--- src/rtl/smal_pkg.sv ---
package smal_pkg;

    localparam int DATA_W      = 32;
    localparam int WIDE_W      = DATA_W + 2;
    localparam int GAIN_W      = 31;
    localparam int BOUND_W     = 26;
    localparam int CFG_INDEX_W = 8;
    localparam int PROD_W      = DATA_W + GAIN_W;

    // tanh argument: z = (|s| << Z_SHIFT) / boundary, Q30
    localparam int Z_SHIFT = 24;
    localparam int Z_QBITS = 27;
    localparam int Z_PRE   = Z_QBITS - Z_SHIFT;
    localparam int T_W     = 28;

    // double-angle steps t = 2t / (1 + t^2), Q30
    localparam int Q_W       = 31;
    localparam int DBL_DBITS = 32;
    localparam int DBL_STEPS = 6;
    localparam logic [Q_W-1:0] Q_ONE = 31'h4000_0000;

    // reciprocals for the constant divisions in the series
    localparam logic [21:0] RECIP3     = 22'd2796203;
    localparam int          RECIP3_SH  = 23;
    localparam logic [16:0] RECIP15    = 17'd69906;
    localparam int          RECIP15_SH = 20;
    localparam logic [16:0] RECIP315   = 17'd106523;
    localparam int          RECIP315_SH = 25;

    localparam int KV_RESET_UNITS    = 20;
    localparam int KP_RESET_UNITS    = 100;
    localparam int BOUND_RESET_UNITS = 100;

    localparam logic signed [WIDE_W-1:0] SAT_MAX = 34'sd2147483647;
    localparam logic signed [WIDE_W-1:0] SAT_MIN = -34'sd2147483648;

    typedef enum logic [CFG_INDEX_W-1:0] {
        REG_ACCEL_GAIN     = CFG_INDEX_W'(0),
        REG_VELOCITY_GAIN  = CFG_INDEX_W'(1),
        REG_ROBUST_GAIN    = CFG_INDEX_W'(2),
        REG_BOUNDARY_WIDTH = CFG_INDEX_W'(3)
    } cfg_reg_t;

    // per-item values that ride along with the tanh evaluation
    typedef struct packed {
        logic signed [DATA_W:0] sum_av;
        logic                   neg;
        logic                   flag;
        logic                   tsat;
    } side_t;

    typedef struct packed {
        logic                     clip;
        logic signed [DATA_W-1:0] val;
    } clip_t;

    function automatic logic [DATA_W-1:0] mag32(input logic signed [DATA_W-1:0] x);
        logic [DATA_W-1:0] u;
        u = $unsigned(x);
        return x[DATA_W-1] ? (~u + DATA_W'(1)) : u;
    endfunction

    function automatic clip_t clip34(input logic signed [WIDE_W-1:0] v);
        clip_t c;
        if (v > SAT_MAX)
        begin
            c.clip = 1'b1;
            c.val  = DATA_W'(SAT_MAX);
        end
        else if (v < SAT_MIN)
        begin
            c.clip = 1'b1;
            c.val  = DATA_W'(SAT_MIN);
        end
        else
        begin
            c.clip = 1'b0;
            c.val  = DATA_W'(v);
        end
        return c;
    endfunction

endpackage

--- src/rtl/smal_div.sv ---
module smal_div #(
    parameter int QBITS = 27,
    parameter int DBITS = 26
) (
    input  logic             clk,
    input  logic             rst_n,
    input  logic             adv,
    input  logic             in_valid,
    input  logic [DBITS-1:0] rem_in,
    input  logic [QBITS-1:0] low_in,
    input  logic [DBITS-1:0] divisor_in,
    input  smal_pkg::side_t  side_in,
    output logic             out_valid,
    output logic [QBITS-1:0] quot,
    output smal_pkg::side_t  side_out
);
    import smal_pkg::*;

    // one quotient bit per stage; dividend bits shift out of qs as quotient bits shift in
    logic [QBITS-1:0] valid_reg;
    logic [DBITS-1:0] rem_reg  [QBITS];
    logic [DBITS-1:0] rem_next [QBITS];
    logic [QBITS-1:0] qs_reg   [QBITS];
    logic [QBITS-1:0] qs_next  [QBITS];
    logic [DBITS-1:0] div_reg  [QBITS];
    side_t            side_reg [QBITS];

    always_comb
    begin : div_steps
        logic [DBITS-1:0] rem_src;
        logic [QBITS-1:0] qs_src;
        logic [DBITS-1:0] div_src;
        logic [DBITS:0]   trial;
        for (int k = 0; k < QBITS; k++)
        begin
            if (k == 0)
            begin
                rem_src = rem_in;
                qs_src  = low_in;
                div_src = divisor_in;
            end
            else
            begin
                rem_src = rem_reg[k-1];
                qs_src  = qs_reg[k-1];
                div_src = div_reg[k-1];
            end
            trial = {rem_src, qs_src[QBITS-1]};
            if (trial >= {1'b0, div_src})
            begin
                rem_next[k] = DBITS'(trial - {1'b0, div_src});
                qs_next[k]  = {qs_src[QBITS-2:0], 1'b1};
            end
            else
            begin
                rem_next[k] = trial[DBITS-1:0];
                qs_next[k]  = {qs_src[QBITS-2:0], 1'b0};
            end
        end
    end

    always_ff @(posedge clk or negedge rst_n)
    begin
        if (!rst_n)
            valid_reg <= '0;
        else if (adv)
            valid_reg <= {valid_reg[QBITS-2:0], in_valid};
    end

    always_ff @(posedge clk)
    begin
        if (adv)
        begin
            for (int k = 0; k < QBITS; k++)
            begin
                rem_reg[k] <= rem_next[k];
                qs_reg[k]  <= qs_next[k];
                if (k == 0)
                begin
                    div_reg[k]  <= divisor_in;
                    side_reg[k] <= side_in;
                end
                else
                begin
                    div_reg[k]  <= div_reg[k-1];
                    side_reg[k] <= side_reg[k-1];
                end
            end
        end
    end

    assign out_valid = valid_reg[QBITS-1];
    assign quot      = qs_reg[QBITS-1];
    assign side_out  = side_reg[QBITS-1];

endmodule

--- config.mk ---
export PLATFORM = sky130hd
export DESIGN_NAME = smal_div
export DESIGN_NICKNAME = d
export VERILOG_FILES = /design/src/rtl/smal_pkg.sv /design/src/rtl/smal_div.sv
export SDC_FILE = /design/constraint.sdc
export NUM_CORES = 2
export LEC_CHECK = 0
export BUFFER_PORTS_ARGS = -buffer_cell sky130_fd_sc_hd__buf_4
export CAP_MARGIN = 30
export CORE_ASPECT_RATIO = 1.4
export CORE_MARGIN = 5
export CORE_UTILIZATION = 45
export CTS_CLUSTER_DIAMETER = 40
export DETAILED_ROUTE_END_ITERATION = 10
export REMOVE_ABC_BUFFERS = 1
export SLEW_MARGIN = 15
export SYNTH_ARGS = -nofsm -noshare
export SYNTH_HDL_FRONTEND = slang
export SYNTH_SLANG_ARGS = --single-unit
--- constraint.sdc ---
create_clock -name clk -period 4.1 [get_ports clk]
set_input_delay 0.41 -clock clk [delete_from_list [all_inputs] [get_ports clk]]
set_output_delay 0.41 -clock clk [all_outputs]
set_load 0.01 [all_outputs]
==> metrics.yaml <==
sta:
  rsz0062_at_grt: "no"
  period_minus_slack_ps: 3982
  final.setup.tns_ps: 0
  clock.fmax_ghz: 0.2511
  clock_skew_ps: 63.97
  slew_headroom_pct: 38.56
  fin_ws_ps: 117.5
  setup_viol: 0
  tightest_slew_ps: 919.6
  slew_viol_final: 0
  finalHoldViolCount: 0
  fin_crit_sh_pct: 97.13
clock_tree:
  htreeDepth: 5
  clock_latency_ps: 900
  cts_tree: "done"
  numCtsBuffers: 406
  cts_root_buf: "clkbuf_16"
  clkTransAtPathRegs_ps: 50
  cts_setup_buffers: 0
  clock-sinks: 3080
  clockBufferDepth: 4
route:
  routedWlPerCell_um: 20.12
  ant_nets: 0
  via_per_inst: 5.281
  wl_um: 296700
  drt-pass1-iter-count: 6
  vias: 77870
  post-route-drc-count: 0
  drt_iter0_drc: 4256
final_layout:
  final_cells: 14750
  area_delta_synth_final_pct: 17.08
  largest_reg_flops: 972
  design_area_mm2: 0.1598
  drive_gt1_share_pct: 14.76
  fin_nets: 11250
floorplan:
  die-width_um: 475.4
  rows: 239
  ios: 183
  coreArea_mm2: 0.3023
  die_h_um: 661.6
  die-area_mm2: 0.3146
  start_util_pct: 45.14
power:
  intPower_mw: 83.32
  pwr-share-seq_pct: 36.9
  p_leak_nw: 62.36
  p_switching_mw: 40.25
  p_comb_share_pct: 34.5
  ir_worst_vdd_mv: 0.3641
  clkPwrFrac_pct: 28.5
  total_power_mw: 123.6
  swShare_pct: 32.58
  pwr_density_cell_mw_per_mm2: 773.3
synth:
  synth-adder-area-share_pct: 6.817
  synthMuxAreaShare_pct: 3.066
  yosys_warnings: 0
  syn-cell-area_mm2: 0.1365
  async_flop_share_pct: 0.8766
  netlist_top_cells_area: "edfxtp_1 (67%), ha_1 (6.4%), mux2_2 (2.6%)"
  synth_ff_type: "edfxtp_1"
  synth_top_area_share_pct: 67.18
  synth_cells: 9613
  synth_cell_types: 91
  synth_top_family_by_area: "compound AO/OA/AOI/OAI gates"
  synth_compound_area_share_pct: 9.724
  syn_avg_cell_area_um2: 14.20
  yosysSeqAreaShare_pct: 67.67
  yosys.area.top_type: "edfxtp_1"
  synth-simple-area-share_pct: 5.677
  synth_seq_cells: 3080
  synthXorXnorAreaFrac_pct: 3.722
  synth_edf_count: 3053
place:
  dp.cells: 13850
  pre_cts_slack_ps: 45.89
  hpwl_um: 215300
  place_area_mm2: 0.1447
  gp_congestion: 0.9641
  port_buffers: 182
global_route:
  grt_pass1_wl_um: 454700
  antenna_found_initial: 18
  grt_pass1_vias: 82750
  grt_overflow: 0
  grt_usage_pct: 18.60
  grt_max_degree: 156
flow_run:
  maxCapViolations: 0
worst_setup_path:
  slowest_stage: "or3b_2"
  cp.required_ps: 4710
  cp_slowest_stage_delay_ps: 480
  worst_ep_arrival_time_ps: 4590
  cp_max_fo: 2
  critPathCaptureType: "flip-flop"
  worstSetupStartpointType: "flip-flop"
  cpMostUsedCell: "inv_1"
  crit_chain: "inv_1 > ha_1 > inv_1 > fa_1 > a21oi_2 > or3_1 > or3b_2 > a31o_2 > a21o_1 > a211o_1 > a211oi_2 > o21ai_0 > xor2_1 > mux2_2"
  worstSetupPathType: "reg2reg"
hold_path:
  hold_path.class: "in2reg"
outcome:
  status: "finished clean"
==> power groups by stage <==
stage          sequential, mW  combinational (mW)  clock [mW]
2_1_floorplan            44.6                29.6           0
3_3_place_gp             46.2                41.4           0
3_5_place_dp             46.3                42.2           0
4_1_cts                  45.7                42.6        36.3
5_1_grt                  46.1                46.8        37.7
6_report                 45.7                42.7        35.2
==> cells in the mapped netlist, types with 22 or more instances <==
| library cell | instances |
|---|---|
| a31o_2 | 23 |
| and2_1 | 26 |
| buf_2 | 28 |
| and3_1 | 52 |
| ha_1 | 702 |
| buf_4 | 67 |
| nor2_1 | 432 |
| o21bai_1 | 93 |
| nor2b_1 | 78 |
| nand3_1 | 127 |
| nand2b_1 | 79 |
| mux2_2 | 312 |
| and4_1 | 22 |
| nor3_1 | 99 |
| clkbuf_1 | 126 |
| a21oi_1 | 687 |
| edfxtp_1 | 3053 |
| o31ai_1 | 37 |
| dfrtp_1 | 27 |
| or2_2 | 25 |
| or3_1 | 25 |
| nor4_1 | 24 |
| o21a_1 | 87 |
| fa_1 | 26 |
| a211oi_1 | 43 |
| mux2i_1 | 25 |
| xnor2_1 | 371 |
| nand4_1 | 99 |
| a21o_1 | 360 |
| o21ai_0 | 441 |
| inv_1 | 888 |
| xor2_1 | 209 |
| nand2_1 | 499 |
| a31oi_1 | 56 |
==> cell usage in the layout, fill, tap and decap left out, types with 45 or more instances in the layout <==
cell type | netlist | layout
nor3_1 | 99 | 98
and3_1 | 52 | 52
o21a_1 | 87 | 87
buf_12 | 0 | 50
dlygate4sd3_1 | 0 | 118
nand2_1 | 499 | 499
edfxtp_1 | 3053 | 3053
bufinv_16 | 0 | 45
buf_4 | 67 | 444
xnor2_1 | 371 | 371
clkinv_1 | 0 | 50
a21o_1 | 360 | 360
o21bai_1 | 93 | 93
a31oi_1 | 56 | 52
clkbuf_16 | 0 | 415
inv_1 | 888 | 888
nand2b_1 | 79 | 79
a21oi_1 | 687 | 683
mux2_2 | 312 | 312
nor2b_1 | 78 | 78
ha_1 | 702 | 702
nand3_1 | 127 | 127
nor2_1 | 432 | 432
o21ai_0 | 441 | 441
xor2_1 | 209 | 209
clkinv_2 | 0 | 50
nand4_1 | 99 | 99
==> cells by family after synthesis <==
logic type,after synthesis
compound gates,2099
xor+xnor,580
fa+ha+maj,728
buf+inv,1124
flops,3080
mux,369
simple gates,1633
==> worst max-delay path: cells and delay by family (launching register included) <==
kind	cells	cell delay, ps
AO/OA/AOI/OAI	6	1440
AND/OR/NAND/NOR	2	630
adder cells (fa/ha/maj)	2	610
flip-flops	1	410
multiplexers	1	270
buffers and inverters	2	160
XOR/XNOR	1	160
==> worst paths after layout <==
path	cells past startpoint	slack, ps	from	end
setup reg to reg	14	120	qs_reg[1][80]	rem_reg[1][102]
hold reg to reg	0	380	qs_reg[1][77]	qs_reg[1][105]
hold / removal	5	180	rem_in[25]	rem_reg[0][21]
min in group asynchronous	4	570	rst_n	valid_reg[4]
setup / recovery	14	120	qs_reg[1][80]	rem_reg[1][102]
max in group asynchronous	4	3370	rst_n	valid_reg[23]
==> stage by stage <==
step	util, %	hold slack, ps
after CTS	52.79	67.38
after global placement	47.86	322.6
after floorplan	-	114.4
final	52.85	181.5
after global routing	52.85	158.4
after detailed placement	47.86	338.0
==> what timing repair did <==
item	in CTS	in global routing
hold buffers	119	0
resized for setup	1	16
pin swaps	0	2
endpoints found under the setup margin	1	91
endpoints found under the hold margin	150	0
==> routing by layer <==
metal | up-vias | GRT usage (%) | part of all wire [%]
met5 | - | 0 | 0
met3 | 889 | 2.768 | 3.5
met2 | 1696 | 36.75 | 56
met1 | 37830 | 17.02 | 33
li1 | 37460 | - | -
met4 | 0 | 13.23 | 8.0
==> layout make-up <==
cell class	count	area, µm²
Multi-Input combinational cell	5409	39780
Inverter	890	3341
Sequential cell	3080	92350
Antenna cell	36	90.09
Fill cell	24790	142500
Clock inverter	287	3172
Timing Repair Buffer	614	5548
Clock buffer	453	10530
Tap cell	3976	4975
No activity file was read; power rests on OpenSTA's default activity.
